$ cat src/hdl/dfr_pkg.sv
`default_nettype none
// ----------------------------------------------------------------------------
// dfr_pkg: shared types and constants of the seven-bit packet deframer
// Symbol codes, result item layout, end status codes and queue sizing.
// ----------------------------------------------------------------------------
package dfr_pkg;

    // Field widths of one symbol and one result item
    localparam int SYMBOL_W = 8;
    localparam int ID_W     = 6;
    localparam int BYTE_W   = 8;
    localparam int COUNT_W  = 7;
    localparam int STATUS_W = 2;

    // Top two bits of a symbol; data symbols have bit 7 clear
    localparam logic [1:0] CODE_START = 2'b10;
    localparam logic [1:0] CODE_STOP  = 2'b11;

    // Payload bits carried by one data symbol
    localparam logic [2:0] BITS_PER_SYMBOL = 3'd7;

    // Depth of the queue between front and back
    localparam int QUEUE_DEPTH = 2;
    localparam int QPTR_W      = $clog2(QUEUE_DEPTH);
    localparam int QCNT_W      = $clog2(QUEUE_DEPTH + 1);

    typedef enum logic
    {
        KIND_DATA = 1'b0,
        KIND_END  = 1'b1
    } kind_t;

    typedef enum logic [STATUS_W-1:0]
    {
        ST_GOOD     = 2'd0,
        ST_BAD      = 2'd1,
        ST_OVERFLOW = 2'd2,
        ST_RESTART  = 2'd3
    } status_t;

    // One result item as it travels through the queue
    typedef struct packed
    {
        kind_t               item_kind;
        logic [ID_W-1:0]     packet_id;
        logic [BYTE_W-1:0]   data_byte;
        logic [COUNT_W-1:0]  byte_count;
        status_t             end_status;
    } item_t;

    // Queue status seen by front and back
    typedef struct packed
    {
        logic full;
        logic empty;
    } q_stat_t;

endpackage
`default_nettype wire

$ cat src/hdl/dfr_if.sv
`default_nettype none
// ----------------------------------------------------------------------------
// dfr_if: valid/ready channels of the deframer
// dfr_sym_if carries received line symbols, dfr_item_if carries results.
// ----------------------------------------------------------------------------
interface dfr_sym_if;
    import dfr_pkg::*;

    logic                valid;
    logic                ready;
    logic [SYMBOL_W-1:0] symbol;

    modport source (output valid, output symbol, input ready);
    modport sink   (input valid, input symbol, output ready);
endinterface

interface dfr_item_if;
    import dfr_pkg::*;

    logic                valid;
    logic                ready;
    logic                item_kind;
    logic [ID_W-1:0]     packet_id;
    logic [BYTE_W-1:0]   data_byte;
    logic [COUNT_W-1:0]  byte_count;
    logic [STATUS_W-1:0] end_status;

    modport source (output valid, output item_kind, output packet_id, output data_byte,
                    output byte_count, output end_status, input ready);
    modport sink   (input valid, input item_kind, input packet_id, input data_byte,
                    input byte_count, input end_status, output ready);
endinterface
`default_nettype wire

$ cat src/hdl/dfr_front.sv
`default_nettype none
// ----------------------------------------------------------------------------
// dfr_front: symbol classifier and packet state
// Accepts one symbol a cycle while the queue has room, tracks the packet,
// unpacks seven-bit groups into bytes and pushes result items.
// ----------------------------------------------------------------------------
module dfr_front #(
    parameter int MAX_BYTES = 64
) (
    input  wire                    clk,
    input  wire                    rst_n,
    dfr_sym_if.sink                symbols,
    input  wire dfr_pkg::q_stat_t  q_stat,
    output logic                   push,
    output dfr_pkg::item_t         push_item
);
    import dfr_pkg::*;

    localparam int CNT_W = $clog2(MAX_BYTES + 1);
    localparam logic [CNT_W-1:0] CNT_LIMIT = CNT_W'(MAX_BYTES);

    logic              in_pkt_reg,   in_pkt_next;
    logic [ID_W-1:0]   id_reg,       id_next;
    logic [ID_W-1:0]   sum_reg,      sum_next;
    logic [CNT_W-1:0]  cnt_reg,      cnt_next;
    logic [2:0]        phase_reg,    phase_next;
    logic [BYTE_W-1:0] carry_reg,    carry_next;

    logic              accept;
    logic [1:0]        sym_code;
    logic [3:0]        shl;
    logic [2:0]        shr;

    assign symbols.ready = !q_stat.full;
    assign accept        = symbols.valid && !q_stat.full;
    assign sym_code      = symbols.symbol[7:6];
    assign shl           = {1'b0, phase_reg} + 4'd1;
    assign shr           = BITS_PER_SYMBOL - phase_reg;

    // Next packet state and the result item for this beat
    always_comb
    begin
        in_pkt_next = in_pkt_reg;
        id_next     = id_reg;
        sum_next    = sum_reg;
        cnt_next    = cnt_reg;
        phase_next  = phase_reg;
        carry_next  = carry_reg;
        push        = 1'b0;

        push_item.item_kind  = KIND_END;
        push_item.packet_id  = id_reg;
        push_item.data_byte  = '0;
        push_item.byte_count = COUNT_W'(cnt_reg);
        push_item.end_status = ST_GOOD;

        if (accept)
        begin
            case (sym_code) inside
                CODE_START:
                begin
                    // restart reports the old packet before opening the new one
                    if (in_pkt_reg)
                    begin
                        push                 = 1'b1;
                        push_item.end_status = ST_RESTART;
                    end
                    in_pkt_next = 1'b1;
                    id_next     = symbols.symbol[ID_W-1:0];
                    sum_next    = symbols.symbol[ID_W-1:0];
                    cnt_next    = '0;
                    phase_next  = '0;
                    carry_next  = '0;
                end
                CODE_STOP:
                begin
                    if (in_pkt_reg)
                    begin
                        push                 = 1'b1;
                        in_pkt_next          = 1'b0;
                        push_item.end_status = (sum_reg == symbols.symbol[ID_W-1:0]) ?
                                               ST_GOOD : ST_BAD;
                    end
                end
                2'b0?:
                begin
                    if (in_pkt_reg)
                    begin
                        if (cnt_reg >= CNT_LIMIT)
                        begin
                            // length limit reached: drop the packet
                            push                 = 1'b1;
                            in_pkt_next          = 1'b0;
                            push_item.end_status = ST_OVERFLOW;
                        end
                        else
                        begin
                            sum_next   = sum_reg + symbols.symbol[ID_W-1:0];
                            carry_next = symbols.symbol << shl;
                            phase_next = phase_reg + 3'd1;
                            if (phase_reg != 3'd0)
                            begin
                                cnt_next             = cnt_reg + CNT_W'(1);
                                push                 = 1'b1;
                                push_item.item_kind  = KIND_DATA;
                                push_item.data_byte  = (symbols.symbol >> shr) | carry_reg;
                                push_item.byte_count = COUNT_W'(cnt_next);
                            end
                        end
                    end
                end
                default:
                begin
                end
            endcase
        end
    end

    // Packet state registers
    always_ff @(posedge clk or negedge rst_n)
    begin
        if (!rst_n)
        begin
            in_pkt_reg <= 1'b0;
            id_reg     <= '0;
            sum_reg    <= '0;
            cnt_reg    <= '0;
            phase_reg  <= '0;
            carry_reg  <= '0;
        end
        else
        begin
            in_pkt_reg <= in_pkt_next;
            id_reg     <= id_next;
            sum_reg    <= sum_next;
            cnt_reg    <= cnt_next;
            phase_reg  <= phase_next;
            carry_reg  <= carry_next;
        end
    end

endmodule
`default_nettype wire

$ cat src/hdl/dfr_queue.sv
`default_nettype none
// ----------------------------------------------------------------------------
// dfr_queue: short item queue between front and back
// Circular buffer of QUEUE_DEPTH items with a fill count.
// ----------------------------------------------------------------------------
module dfr_queue (
    input  wire                    clk,
    input  wire                    rst_n,
    input  wire                    push,
    input  wire dfr_pkg::item_t    push_item,
    input  wire                    pop,
    output dfr_pkg::item_t         head_item,
    output dfr_pkg::q_stat_t       q_stat
);
    import dfr_pkg::*;

    item_t             slot_reg [QUEUE_DEPTH];
    logic [QPTR_W-1:0] wr_ptr_reg, wr_ptr_next;
    logic [QPTR_W-1:0] rd_ptr_reg, rd_ptr_next;
    logic [QCNT_W-1:0] fill_reg,   fill_next;
    logic              do_push;
    logic              do_pop;

    assign q_stat.full  = (fill_reg == QCNT_W'(QUEUE_DEPTH));
    assign q_stat.empty = (fill_reg == '0);
    assign do_push      = push && !q_stat.full;
    assign do_pop       = pop && !q_stat.empty;
    assign head_item    = slot_reg[rd_ptr_reg];

    // Pointer and fill count update
    always_comb
    begin
        wr_ptr_next = wr_ptr_reg;
        rd_ptr_next = rd_ptr_reg;
        fill_next   = fill_reg;
        if (do_push)
        begin
            wr_ptr_next = (wr_ptr_reg == QPTR_W'(QUEUE_DEPTH - 1)) ? '0 :
                          wr_ptr_reg + QPTR_W'(1);
        end
        if (do_pop)
        begin
            rd_ptr_next = (rd_ptr_reg == QPTR_W'(QUEUE_DEPTH - 1)) ? '0 :
                          rd_ptr_reg + QPTR_W'(1);
        end
        if (do_push && !do_pop)
        begin
            fill_next = fill_reg + QCNT_W'(1);
        end
        else if (do_pop && !do_push)
        begin
            fill_next = fill_reg - QCNT_W'(1);
        end
    end

    always_ff @(posedge clk or negedge rst_n)
    begin
        if (!rst_n)
        begin
            wr_ptr_reg <= '0;
            rd_ptr_reg <= '0;
            fill_reg   <= '0;
        end
        else
        begin
            wr_ptr_reg <= wr_ptr_next;
            rd_ptr_reg <= rd_ptr_next;
            fill_reg   <= fill_next;
        end
    end

    // Item storage, no reset needed
    always_ff @(posedge clk)
    begin
        if (do_push)
        begin
            slot_reg[wr_ptr_reg] <= push_item;
        end
    end

endmodule
`default_nettype wire

$ cat src/hdl/dfr_back.sv
`default_nettype none
// ----------------------------------------------------------------------------
// dfr_back: result output stage
// Pulls items from the queue into the output register and hands them out.
// ----------------------------------------------------------------------------
module dfr_back (
    input  wire                    clk,
    input  wire                    rst_n,
    input  wire dfr_pkg::item_t    head_item,
    input  wire dfr_pkg::q_stat_t  q_stat,
    output logic                   pop,
    dfr_item_if.source             items
);
    import dfr_pkg::*;

    logic  valid_reg;
    item_t item_reg;

    // Load a new item when the output register is free or being drained
    assign pop = !q_stat.empty && (!valid_reg || items.ready);

    always_ff @(posedge clk or negedge rst_n)
    begin
        if (!rst_n)
        begin
            valid_reg <= 1'b0;
        end
        else if (!valid_reg || items.ready)
        begin
            valid_reg <= !q_stat.empty;
        end
    end

    always_ff @(posedge clk)
    begin
        if (pop)
        begin
            item_reg <= head_item;
        end
    end

    assign items.valid      = valid_reg;
    assign items.item_kind  = item_reg.item_kind;
    assign items.packet_id  = item_reg.packet_id;
    assign items.data_byte  = item_reg.data_byte;
    assign items.byte_count = item_reg.byte_count;
    assign items.end_status = item_reg.end_status;

endmodule
`default_nettype wire

$ cat src/hdl/seven_bit_packet_deframer_core.sv
`default_nettype none
// ----------------------------------------------------------------------------
// seven_bit_packet_deframer_core: packet deframer for seven-bit line symbols
// Recovers packets from start, data and stop symbols and emits bytes and
// end-of-packet status items.
// ----------------------------------------------------------------------------
// The block takes one symbol per clock cycle while the queue has room and
// updates its packet state in that same cycle; each symbol yields at most
// one result item (a payload byte or an end item carrying good/bad checksum,
// overflow or restart). Results pass through a two-entry queue and an output
// register: an item is written into the queue at its symbol beat, then moved
// into the output register, where the sink takes it. While the sink stalls,
// the block keeps accepting symbols until the queue is full; the sustained
// rate is one symbol per cycle whenever the sink takes one item per cycle.
// MAX_BYTES sets the payload length limit; counts above 127 wrap in byte_count.
// ----------------------------------------------------------------------------
module seven_bit_packet_deframer_core #(
    parameter int MAX_BYTES = 64
) (
    input  wire         clk,
    input  wire         rst_n,
    dfr_sym_if.sink     symbols,
    dfr_item_if.source  items
);
    import dfr_pkg::*;

    q_stat_t q_stat;
    item_t   push_item;
    item_t   head_item;
    logic    push;
    logic    pop;

    dfr_front #(
        .MAX_BYTES (MAX_BYTES)
    ) u_front (
        .clk       (clk),
        .rst_n     (rst_n),
        .symbols   (symbols),
        .q_stat    (q_stat),
        .push      (push),
        .push_item (push_item)
    );

    dfr_queue u_queue (
        .clk       (clk),
        .rst_n     (rst_n),
        .push      (push),
        .push_item (push_item),
        .pop       (pop),
        .head_item (head_item),
        .q_stat    (q_stat)
    );

    dfr_back u_back (
        .clk       (clk),
        .rst_n     (rst_n),
        .head_item (head_item),
        .q_stat    (q_stat),
        .pop       (pop),
        .items     (items)
    );

endmodule
`default_nettype wire
$ cat src/flat_wrapper.sv
// flat-port wrapper written by rule: the top's interface ports become plain ports
module seven_bit_packet_deframer_core_flat import dfr_pkg::*;
#(
    parameter int MAX_BYTES = 64
)
  (clk, rst_n, symbols_valid, symbols_symbol, symbols_ready, items_valid, items_item_kind, items_packet_id, items_data_byte, items_byte_count, items_end_status, items_ready);
  dfr_sym_if symbols_i ();
  dfr_item_if items_i ();
  input  wire clk;
  input  wire rst_n;
  input wire logic [$bits(symbols_i.valid)-1:0] symbols_valid;
  input wire logic [$bits(symbols_i.symbol)-1:0] symbols_symbol;
  output wire logic [$bits(symbols_i.ready)-1:0] symbols_ready;
  output wire logic [$bits(items_i.valid)-1:0] items_valid;
  output wire logic [$bits(items_i.item_kind)-1:0] items_item_kind;
  output wire logic [$bits(items_i.packet_id)-1:0] items_packet_id;
  output wire logic [$bits(items_i.data_byte)-1:0] items_data_byte;
  output wire logic [$bits(items_i.byte_count)-1:0] items_byte_count;
  output wire logic [$bits(items_i.end_status)-1:0] items_end_status;
  input wire logic [$bits(items_i.ready)-1:0] items_ready;
  assign symbols_i.valid = symbols_valid;
  assign symbols_i.symbol = symbols_symbol;
  assign symbols_ready = symbols_i.ready;
  assign items_valid = items_i.valid;
  assign items_item_kind = items_i.item_kind;
  assign items_packet_id = items_i.packet_id;
  assign items_data_byte = items_i.data_byte;
  assign items_byte_count = items_i.byte_count;
  assign items_end_status = items_i.end_status;
  assign items_i.ready = items_ready;
  seven_bit_packet_deframer_core #(.MAX_BYTES(MAX_BYTES)) u_core (.clk(clk), .rst_n(rst_n), .symbols(symbols_i), .items(items_i));
endmodule
$ cat config.mk
export PLATFORM = sky130hd
export DESIGN_NAME = seven_bit_packet_deframer_core_flat
export DESIGN_NICKNAME = d
export VERILOG_FILES = /design/src/hdl/dfr_pkg.sv /design/src/hdl/dfr_if.sv /design/src/hdl/dfr_front.sv /design/src/hdl/dfr_queue.sv /design/src/hdl/dfr_back.sv /design/src/hdl/seven_bit_packet_deframer_core.sv /design/src/flat_wrapper.sv
export SDC_FILE = /design/constraint.sdc
export NUM_CORES = 1
export LEC_CHECK = 0
export BUFFER_PORTS_ARGS = -buffer_cell sky130_fd_sc_hd__buf_2
export CAP_MARGIN = 20
export CORE_MARGIN = 10
export CORE_UTILIZATION = 50
export DETAILED_ROUTE_END_ITERATION = 6
export GPL_ROUTABILITY_DRIVEN = 0
export HOLD_SLACK_MARGIN = 0.15
export PLACE_DENSITY = 0.69
export SETUP_SLACK_MARGIN = 0.5
export SLEW_MARGIN = 30
export SYNTH_ARGS = -nofsm -noshare
export SYNTH_HDL_FRONTEND = slang
export SYNTH_SLANG_ARGS = --single-unit
$ cat constraint.sdc
create_clock -name clk -period 3.05 [get_ports clk]
set_input_delay 0 -clock clk [delete_from_list [all_inputs] [get_ports clk]]
set_output_delay 0 -clock clk [all_outputs]
set_load 0.02 [all_outputs]
After elaboration in Yosys (flattened, before gate mapping)
Memory sizes are Yosys's and may differ from the RTL's. A register that Yosys moved wholly into a read port is not among the register bits.
Cells that the tools add are included.
- register bits after elaboration: 36
- RAM bits: 48
- bits of input ports: 12
- output and inout port bits: 26
- word-level logic and storage cells: 114
- memories kept: 1
- memories (memory ; depth ; bits a word ; read ports ; clocked after Yosys merged registers in ; write ports ; RTL line ; RTL):
    u_core.u_queue.slot_reg ; 2 ; 24 ; 1 ; 1 ; 1 ; dfr_queue.sv:17 ; item_t slot_reg [QUEUE_DEPTH];
- add/subtract/negate cells: 9
- magnitude comparators: 1
- equality and inequality tests: 8
- shift operators: 2
- mux-type cells: 61
- bitwise gates (word level): 1
- reduce and logical (&&, ||, !) cells: 21
- operators with widths (kind ; count):
    2-to-1 mux 15 bit ; 5
    2-to-1 mux 7 bit ; 6
    2-to-1 mux 8 bit ; 5
    2-to-1 mux 17 bit ; 2
    2-to-1 mux 6 bit ; 5
    2-to-1 mux 1 bit ; 26
    2-to-1 mux 3 bit ; 5
    2-to-1 mux 2 bit ; 7
    OR 8 bit ; 1
    << shifter 8 x 4 -> 8 bit ; 1
    right shift 8 x 3 -> 8 bit ; 1
    adder 7 x 1 -> 7 bit (second input constant) ; 1
    >= comparator 7 bit (second input constant) ; 1
    adder 6 bit ; 1
    equality test 2 bit (second input constant) ; 3
    equality test 6 bit ; 1
    logical AND 1 bit ; 6
    AND reduction 6 bit ; 1
    nonzero test 2 bit ; 3
    logical NOT 1 bit ; 5
    AND reduction 5 bit ; 1
    adder 3 x 1 -> 4 bit (second input constant) ; 1
    inequality test 2 bit (second input constant) ; 2
    AND reduction 2 bit ; 2
    other kinds (10) ; 11

Longest topological paths before layout
Gate-level depths: netlist of run 1.
- depth in word-level cells: 13
- gate-level depth with buffers: 9
- gate-level depth less buffers: 8

Hierarchy
From an unflattened synthesis of run 1, not the netlist that was laid out.
- cell total of the unflattened synthesis: 375
- area total of the unflattened synthesis: 5131.2 sq um
- by module, submodules not included (module ; instances ; cells an instance ; area an instance (sq um)):
    dfr_front ; 1 ; 252 ; 2329.7
    dfr_queue ; 1 ; 94 ; 2030.7
    dfr_back ; 1 ; 29 ; 770.7

Least setup slack after synthesis of run 1
Ideal clock, no wire load.
- path kind: register to register
- start: register u_core.u_front.phase_reg[0]
- end: memory u_core.u_queue.slot_reg[0][0] in the netlist's numbering (enable)
- setup time: 408 ps
- arrival time: 2454 ps
- data required time: 2642 ps
- slack: 189 ps
- stages on the path, launching flop included: 7
- buffers on the path: 1
- clock period less this slack: 2861 ps
- cells stage by stage: dfrtp_1 buf_2 inv_1 ha_1 nor2b_1 a21oi_1 nor2b_1
- word-level cells in the longest chain between the ends: 11
- RTL lines (what ; RTL line ; RTL):
    start: declaration ; dfr_front.sv:26 ; logic [2:0] phase_reg, phase_next;
    start signal: assignment ; dfr_front.sv:137 ; phase_reg <= phase_next;
    nonzero test 3 bit ; dfr_front.sv:101 ; if (phase_reg != 3'd0)
    2-to-1 mux 1 bit ; dfr_front.sv:101 ;
    2-to-1 mux 1 bit ; dfr_front.sv:89 ; if (cnt_reg >= CNT_LIMIT)
    2-to-1 mux 1 bit ; dfr_front.sv:87 ; if (in_pkt_reg)
    2-to-1 mux 1 bit (3 in a row) ; dfr_front.sv:59 ; case (sym_code) inside
    2-to-1 mux 1 bit ; dfr_front.sv:57 ; if (accept)
    logical AND 1 bit ; dfr_queue.sv:26 ; assign do_push = push && !q_stat.full;
    net u_core.u_queue.do_push ; dfr_queue.sv:21 ; logic do_push;
    2-to-1 mux 1 bit ; dfr_queue.sv:75 ; if (do_push)
    2-to-1 mux 1 bit (not written as such) ; dfr_queue.sv:77 ; slot_reg[wr_ptr_reg] <= push_item;
    end: declaration ; dfr_queue.sv:17 ;
The timed path passes the listed nets, and every way through them passes these cells.

Worst setup path in the final report of run 1
- start: register u_core.u_front.phase_reg[1]
- end: memory u_core.u_queue.slot_reg[0][14] in the netlist's numbering (enable)
The elaborated chain is that of the path after synthesis.

==> results of run 1 <==
[power by group]
part	internal, W	total [W]	switching [W]
clock network	0.000311	0.000819	0.000508
registers	0.00204	0.00230	0.000263
logic	0.000652	0.00156	0.000910
[metal layers]
metal  vias up  global-route usage (%)
met1      1513                    17.6
met3        14                    3.02
met4         0                    5.81
met5         -                       0
met2        79                    21.9
li1       1502                       -
[worst max-delay path, stage by stage, from the launching register on]
cell and delay (ps):
dfrtp_1 540, inv_1 140, ha_1 210, nor2b_1 160, a21oi_1 310, nor2b_2 210
buf_4 320
[path summary, 6_finish.rpt]
kind | slack, ps | start | to | cells past startpoint
setup / recovery | 820 | u_core.u_front.phase_reg[1] | u_core.u_queue.slot_reg[0][14] | 6
hold / removal | 220 | symbols_symbol[6] | u_core.u_queue.slot_reg[1][0] | 2
setup reg to reg | 820 | u_core.u_front.phase_reg[1] | u_core.u_queue.slot_reg[0][14] | 6
hold reg to reg | 490 | u_core.u_front.id_reg[5] | u_core.u_queue.slot_reg[0][22] | 0
max in group asynchronous | 1960 | rst_n | u_core.u_queue.rd_ptr_reg | 4
min in group asynchronous | 610 | rst_n | u_core.u_front.sum_reg[5] | 3
[cell usage in the layout, fill, tap and decap left out, drive strengths merged, types with 11 or more instances in the layout]
cell / count
edfxtp: 72
nand2: 47
buf: 41
dfrtp: 36
nor2: 30
mux2: 28
o21ai: 22
a21oi: 19
inv: 17
dlygate4sd3: 11
[layout make-up]
class / count / area [um2] / area share [%]
timing repair buffer: 52 / 345 / 6.22
sequential: 108 / 3060 / 55.2
clock inverter: 7 / 60.1 / 1.08
tap: 133 / 166 / 3.00
clock buffer: 9 / 124 / 2.23
inverter: 14 / 52.6 / 0.946
multi-input combinational: 247 / 1740 / 31.3
[logic make-up (layout without fill, tap and decap cells)]
group / Yosys count / count (layout) / synth area share [%]
compound gates: 74 / 74 / 9.49
xor+xnor: 15 / 15 / 3.04
fa+ha+maj: 11 / 11 / 2.94
buf+inv: 30 / 82 / 2.86
flops: 108 / 108 / 62.0
mux: 38 / 38 / 9.24
simple gates: 109 / 109 / 10.5
[metrics by stage]
step | instances | total power [W] | util [%]
global route | 570 | 0.00501 | 57.3
global placement | 542 | 0.00385 | 54.0
detailed placement | 542 | 0.00389 | 54.0
CTS | 568 | 0.00472 | 57.0
finish | 570 | 0.00468 | 57.3
floorplan | 385 | 0.00348 | -
==> metrics, run 1 <==
setup slack after layout 822 ps; leading post-synthesis cells by instance count edfxtp_1 (72), nand2_1 (47), dfrtp_1 (36), nor2_1 (29), mux2_2 (28); actual transition at the worst max-transition pin 608 ps; number of cells upsized or downsized after cts 0; vias post-DR 3108; clock tree sinks 108; Final Routed Wirelength 9350 um; maximum clock insertion buffer count 2; ratio of total power to cell area 844 mW/mm2; synthesized instance count 385; synth unique cells 59; Placement Cell Area 0.00523 mm2; count of warnings emitted by yosys 0; floorplan core area 0.00968 mm2; number of nets in the synthesized netlist 408; max frequency 0.449 GHz; crit path time final 2230 ps; biggest fanout along the worst timing path 24; total global routing track utilization 13.7%; post-route clock skew 10.3 ps; number of ports placed on the die boundary 38; number of detailed-routing iterations run before antenna repair 4; category of the worst setup path launch point flip-flop; insertion delay of the later-clocked pin in the worst-skew pair 370 ps; Post-Place Worst Slack 863 ps; clock-pin transition on the worst setup and hold timing paths 110 ps; uppermost layer routed met4; result of the run finished, final reports clean; wire per inst 16.4 um; ranking of synthesized cells by area edfxtp_1 (44%), dfrtp_1 (18%), mux2_2 (6.4%), nand2_1 (3.6%), ha_1 (2.5%); final sum of negative setup slack 0 ps; kind of capture point of the worst setup path flip-flop; Cell Area, Synth 0.00494 mm2; count leader, synth edfxtp_1; final net count 455; cell row count 36; clock tree from TritonCTS yes; DRC violation count after routing 0; Vert. Die Dim 119 um; global route overflow 0; number of global-route vias before repair 3116; worst slew margin relative to its limit 59.5%; Largest register FFs 48; number of clock buffers inserted by TritonCTS 9; synthesis-to-layout area growth 12.4%; count of final setup violators 0; antenna violations before repair 0; critical path arrival 2280 ps; portion of the post-synthesis area used by sequential elements 62.0%; path category of the worst min-delay check input port to flip-flop; via-per-instance ratio 5.45; Pins Over Slew Limit 0; Final HPWL DP 6280 um; minimum hold slack 224 ps; cell at the root of the clock tree clkbuf_8; required time of the critical path 3100 ps; total count of hold-check failures in the final report 0; Synth Area per Inst 12.8 um2; Worst Path Class, Setup flip-flop to flip-flop; number of buffer cells added on primary ports 37; Post-synth EDFFs 72; RSZ-0062 raised after global routing no; Fill cells 783; Post-synth top flop edfxtp_1; Leakage 2.12 nW; Post-CTS Setup Bufs 0; routed length on met3 459 um; wire length on met2 4530 um; largest net degree at the start of global routing 37; count of state elements after synthesis 108; asr flop ratio synth 33.3%; Tcrit/Tclk final 73.1%; residual antenna-violating net count after detailed routing 0; wire length of the first global-routing pass 15700 um; post-route cell area 0.00555 mm2; overall die area 0.0143 mm2; starting density of the core 51.0%; number of violations of the max-capacitance limit 0; met1 layer wirelength in the final routing 4180 um; maximum level of the CTS H-tree 3; hold-fix buffer count after cts 10; cell taking the most area after synthesis edfxtp_1; DRC marker count from the first detailed-route iteration 251; share of the synthesized area in the top cell type 43.7%; Worst IR Drop VDD 0.000400 V; Horiz. Die Dim 119 um; Inserted Diodes 0; share of final-layout standard cells stronger than drive strength 1 22.9%
(Power assumes the default switching activity.)
==> inputs of run 2 (changes only) <==
--- a/config.mk
+++ b/config.mk
@@ -12,7 +12,7 @@
 export DETAILED_ROUTE_END_ITERATION = 6
 export GPL_ROUTABILITY_DRIVEN = 0
 export HOLD_SLACK_MARGIN = 0.15
-export PLACE_DENSITY = 0.69
+export PLACE_DENSITY = 0.66
 export SETUP_SLACK_MARGIN = 0.5
 export SLEW_MARGIN = 30
 export SYNTH_ARGS = -nofsm -noshare
==> constraint.sdc (replaced) <==
create_clock -name clk -period 2.18 [get_ports clk]
set_input_delay 0 -clock clk [delete_from_list [all_inputs] [get_ports clk]]
set_output_delay 0 -clock clk [all_outputs]
set_load 0.02 [all_outputs]
==> metrics, run 2 (synthesized netlist as in run 1, its figures left out) <==
category of the worst setup path launch point flip-flop; Final Routed Wirelength 11000 um; wire length of the first global-routing pass 17700 um; final sum of negative setup slack 0 ps; crit-path leading delay family flip-flops; total count of hold-check failures in the final report 0; biggest fanout along the worst timing path 6; antenna violations before repair 0; most frequent cells in the layout edfxtp_1 (72), nand2_1 (46), buf_2 (35); via-per-instance ratio 5.53; final net count 486; Fill cells 721; Horiz. Die Dim 119 um; wire per inst 18.3 um; Leakage 2.34 nW; max frequency 0.566 GHz; DRC violation count after routing 0; share of final-layout standard cells stronger than drive strength 1 37.8%; global route overflow 0; most common library cell in the layout ignoring fill and taps edfxtp_1; register area 0.00307 mm2; Inserted Diodes 0; result of the run finished, final reports clean; cell breakdown of the critical path buf_4, mux2_4, nand2_1, o21ai_1, a221oi_2, nor2_1; actual transition at the worst max-transition pin 893 ps; number of detailed-routing iterations run before antenna repair 5; required time of the critical path 2310 ps; cell row count 36; Largest register FFs 48; number of buffer cells added on primary ports 37; count of final setup violators 0; Tcrit/Tclk final 81.0%; RSZ-0062 raised after global routing yes; Worst Path Class, Setup flip-flop to flip-flop; maximum clock insertion buffer count 2; ratio of total power to cell area 1180 mW/mm2; vias post-DR 3321; Vert. Die Dim 119 um; cell at the root of the clock tree clkbuf_8; worst slew margin relative to its limit 40.4%; Final HPWL DP 6820 um; Worst Path Buf+Inv 1; clock tree from TritonCTS yes; Total Power 0.00727 W; highest-delay cell along the critical path dfrtp_2; DRC marker count from the first detailed-route iteration 233; floorplan core area 0.00968 mm2; number of clock buffers inserted by TritonCTS 9; number of ports placed on the die boundary 38; kind of capture point of the worst setup path flip-flop; synthesis-to-layout area growth 24.3%; critical path arrival 1900 ps; Pins Over Slew Limit 0; insertion delay of the later-clocked pin in the worst-skew pair 380 ps; number of violations of the max-capacitance limit 0; maximum level of the CTS H-tree 3; clock tree sinks 108; post-route clock skew 11.5 ps; path category of the worst min-delay check input port to flip-flop; maximum single-stage delay on the critical path 510 ps; residual antenna-violating net count after detailed routing 0; clock-pin transition on the worst setup and hold timing paths 110 ps; crit path time final 1770 ps; largest net degree at the start of global routing 37; overall die area 0.0143 mm2; footprint of the multi-input gates 0.00199 mm2; number of global-route vias before repair 3345; Worst IR Drop VDD 0.000525 V; starting density of the core 51.0%; total global routing track utilization 15.4%
run 2: path summary, 6_finish.rpt:
path	startpoint	end	slack (ps)	depth (start not counted)
worst max-delay path	u_core.u_front.phase_reg[0]	u_core.u_queue.slot_reg[0][10]	410	6
worst min-delay path	symbols_symbol[6]	u_core.u_queue.slot_reg[1][0]	210	2
worst max register to register	u_core.u_front.phase_reg[0]	u_core.u_queue.slot_reg[0][10]	410	6
worst min register to register	u_core.u_front.id_reg[2]	u_core.u_queue.slot_reg[1][19]	490	0
max in group asynchronous	rst_n	u_core.u_front.phase_reg[0]	1280	2
min in group asynchronous	rst_n	u_core.u_front.carry_reg[1]	280	2
run 2: area by class of cell:
type,count,share of cell area (%)
flip-flops and latches,108,50.0
multi-input cells,247,32.4
repair buffers,83,10.9
well taps,133,2.71
clock buffers,9,2.02
inverters,14,1.04
clock inverters,7,0.958
run 2: worst reg2reg max path, delay by kind of cell, from the launching register on:
| family | cells | cell delay [ps] |
|---|---|---|
| buffers and inverters | 1 | 170 |
| flip-flops | 1 | 510 |
| AO/OA/AOI/OAI | 2 | 380 |
| AND/OR/NAND/NOR | 2 | 170 |
| multiplexers | 1 | 300 |
run 2: repair_timing:
action / in CTS / in global routing
pin swaps: 12 / 10
hold buffers: 9 / 0
hold endpoints to repair: 52 / 0
setup endpoints to repair: 91 / 71
resized for setup: 37 / 32
cloned: 0 / 3
setup buffers: 17 / 7
run 2: through the flow:
stage | area (um2) | worst slack, ps | utilization, % | hold slack, ps | instances
floorplan | 4990 | 268 | - | -296 | 385
global placement | 5340 | 177 | 55.1 | 164 | 549
detailed placement | 5340 | 33.2 | 55.1 | 163 | 549
CTS | 5890 | 468 | 60.8 | 179 | 591
global route | 6140 | 334 | 63.4 | 189 | 601
finish | 6140 | 414 | 63.4 | 206 | 601
run 2: per-layer routing:
layer | vias to the layer above | part of all wire, % | track usage, % | wire length (um)
met4 | 0 | 2.4 | 5.96 | 265
met3 | 26 | 5.6 | 2.98 | 619
met2 | 97 | 50 | 25.3 | 5480
met1 | 1647 | 42 | 19.7 | 4610
li1 | 1551 | - | - | -
met5 | - | 0 | 0 | 0
run 2: report_power, final:
| group | switching, W | leakage, nW | total (W) | internal [W] |
|---|---|---|---|---|
| clock | 0.000724 | 0.0853 | 0.00116 | 0.000431 |
| combinational | 0.00159 | 1.13 | 0.00293 | 0.00134 |
| sequential | 0.000331 | 1.13 | 0.00319 | 0.00286 |
| total | 0.00265 | 2.34 | 0.00727 | 0.00462 |
==> inputs of run 3 (changes only) <==
--- a/config.mk
+++ b/config.mk
@@ -12,7 +12,7 @@
 export DETAILED_ROUTE_END_ITERATION = 6
 export GPL_ROUTABILITY_DRIVEN = 0
 export HOLD_SLACK_MARGIN = 0.15
-export PLACE_DENSITY = 0.66
+export PLACE_DENSITY = 0.69
 export SETUP_SLACK_MARGIN = 0.5
 export SLEW_MARGIN = 30
 export SYNTH_ARGS = -nofsm -noshare
==> constraint.sdc (replaced) <==
create_clock -name clk -period 1.57 [get_ports clk]
set_input_delay 0 -clock clk [delete_from_list [all_inputs] [get_ports clk]]
set_output_delay 0 -clock clk [all_outputs]
set_load 0.02 [all_outputs]
==> metrics, run 3 (synthesized netlist as in run 1, its figures left out) <==
result of the run finished, violations left; violations in the final reports negative hold slack, negative setup slack; number of detailed-routing iterations run before antenna repair 5; wire per inst 21.3 um; cell row count 36; clock-pin transition on the worst setup and hold timing paths 110 ps; category of the worst setup path launch point flip-flop; ratio of total power to cell area 1720 mW/mm2; Horiz. Die Dim 119 um; largest net degree at the start of global routing 25; Largest register FFs 48; Worst IR Drop VDD 0.000914 V; number of ports placed on the die boundary 38; Worst Path Class, Setup flip-flop to flip-flop; number of clock buffers inserted by TritonCTS 9; footprint of the multi-input gates 0.00248 mm2; number of buffer cells added on primary ports 37; Tcrit/Tclk final 118%; starting density of the core 51.0%; actual transition at the worst max-transition pin 578 ps; clock tree from TritonCTS yes; count of final setup violators 97; final net count 552; RSZ-0062 raised after global routing yes; required time of the critical path 1670 ps; most frequent cells in the layout edfxtp_1 (72), buf_4 (52), nand2_1 (39); share of total power in the clock network 15.2%; insertion delay of the later-clocked pin in the worst-skew pair 380 ps; Leakage 2.99 nW; via-per-instance ratio 5.60; biggest fanout along the worst timing path 6; wire length of the first global-routing pass 19300 um; worst slew margin relative to its limit 61.5%; residual antenna-violating net count after detailed routing 0; minimum hold slack -61.5 ps; Total Power 0.0129 W; Vert. Die Dim 119 um; number of global-route vias before repair 3676; sequential share of power 34.7%; synthesis-to-layout area growth 51.3%; max frequency 0.542 GHz; cell at the root of the clock tree clkbuf_8; maximum clock insertion buffer count 2; net switching fraction of the power 35.8%; critical path arrival 1950 ps; DRC marker count from the first detailed-route iteration 348; Logic pwr share 50.2%; most common library cell in the layout ignoring fill and taps edfxtp_1; hold-fix buffer count after cts 8; share of final-layout standard cells stronger than drive strength 1 54.7%; Final Routed Wirelength 14200 um; kind of capture point of the worst setup path flip-flop; Pins Over Slew Limit 0; vias post-DR 3735; Inserted Diodes 0; net switching power of the design 0.00461 W; Fill cells 523; floorplan core area 0.00968 mm2; cell internal pwr 0.00827 W; register area 0.00307 mm2; total global routing track utilization 17.1%; total count of hold-check failures in the final report 1; core occupancy in the finished layout 77.2%; crit path time final 1850 ps; overall die area 0.0143 mm2; flop2flop setup slack -280 ps; final sum of negative setup slack -17260 ps; clock tree sinks 108; maximum level of the CTS H-tree 3; Final HPWL DP 7080 um; antenna violations before repair 0; setup slack after layout -275 ps; global route overflow 0; post-route clock skew 11.7 ps; DRC violation count after routing 0; number of violations of the max-capacitance limit 0; path category of the worst min-delay check input port to flip-flop
run 3: cell types whose count changed in the layout (fill, tap and decap cells not counted), sizes merged:
cell	before	now
inv	14	18
clkbuf	14	18
clkinvlp	4	0
bufinv	0	2
buf	69	132
dlygate4sd3	9	7
dlymetal6s4s	0	1
clkinv	3	1
run 3: repair_timing:
| item | CTS | global route |
|---|---|---|
| endpoints found under the hold margin | 58 | 4 |
| gates resized for setup | 127 | 54 |
| pin swaps | 42 | 25 |
| buffers inserted | 21 | 22 |
| gates cloned | 4 | 8 |
| setup endpoints to repair | 165 | 166 |
run 3: area by class of cell:
cell class / instances / area share [%]
inverter: 14 / 1.05
tap: 133 / 2.23
clock inverter: 4 / 1.04
sequential: 108 / 41.1
timing repair inverter: 3 / 0.636
timing repair buffer: 146 / 18.9
multi-input combinational: 247 / 33.1
clock buffer: 12 / 1.94
run 3: worst paths after layout:
kind,start,end,cells past startpoint
min in group asynchronous,rst_n,u_core.u_front.carry_reg[6],2
max,u_core.u_front.phase_reg[1],u_core.u_queue.slot_reg[1][4],7
min,items_ready,u_core.u_back.items.valid,3
max in group asynchronous,rst_n,u_core.u_front.phase_reg[1],3
min reg2reg,u_core.u_front.id_reg[2],u_core.u_queue.slot_reg[0][19],0
max reg2reg,u_core.u_front.phase_reg[1],u_core.u_queue.slot_reg[1][4],7
run 3: metrics by stage:
step / hold slack (ps) / worst slack [ps] / instances / area (um2)
final: -61.5 / -275 / 667 / 7480
after global routing: -50.8 / -293 / 667 / 7480
after CTS: -59.2 / -177 / 637 / 6890
after global placement: 17.4 / -263 / 588 / 5830
after floorplan: -296 / -342 / 385 / 5230
after detailed placement: 22.2 / -317 / 588 / 5830
run 3: critical path, stage by stage (launching register included):
cell and delay (ps):
dfrtp_2 450, inv_4 70, ha_4 180, nor2b_4 140, a21oi_4 200, buf_6 130, and2_4 230, clkbuf_16 180
run 3: power groups by stage:
stage / combinational, W / clock, W / sequential (W)
CTS: 0.00526 / 0.00192 / 0.00441
finish: 0.00646 / 0.00195 / 0.00447
global route: 0.00686 / 0.00206 / 0.00453
detailed placement: 0.00407 / 0 / 0.00443
floorplan: 0.00262 / 0 / 0.00469
global placement: 0.00400 / 0 / 0.00439
run 3: per-layer routing:
metal | track usage (%) | share of wire (%) | up-vias
met5 | 0 | 0 | -
met4 | 7.47 | 3.1 | 0
li1 | - | - | 1682
met1 | 21.0 | 41 | 1878
met2 | 28.3 | 51 | 136
met3 | 3.92 | 5.7 | 39
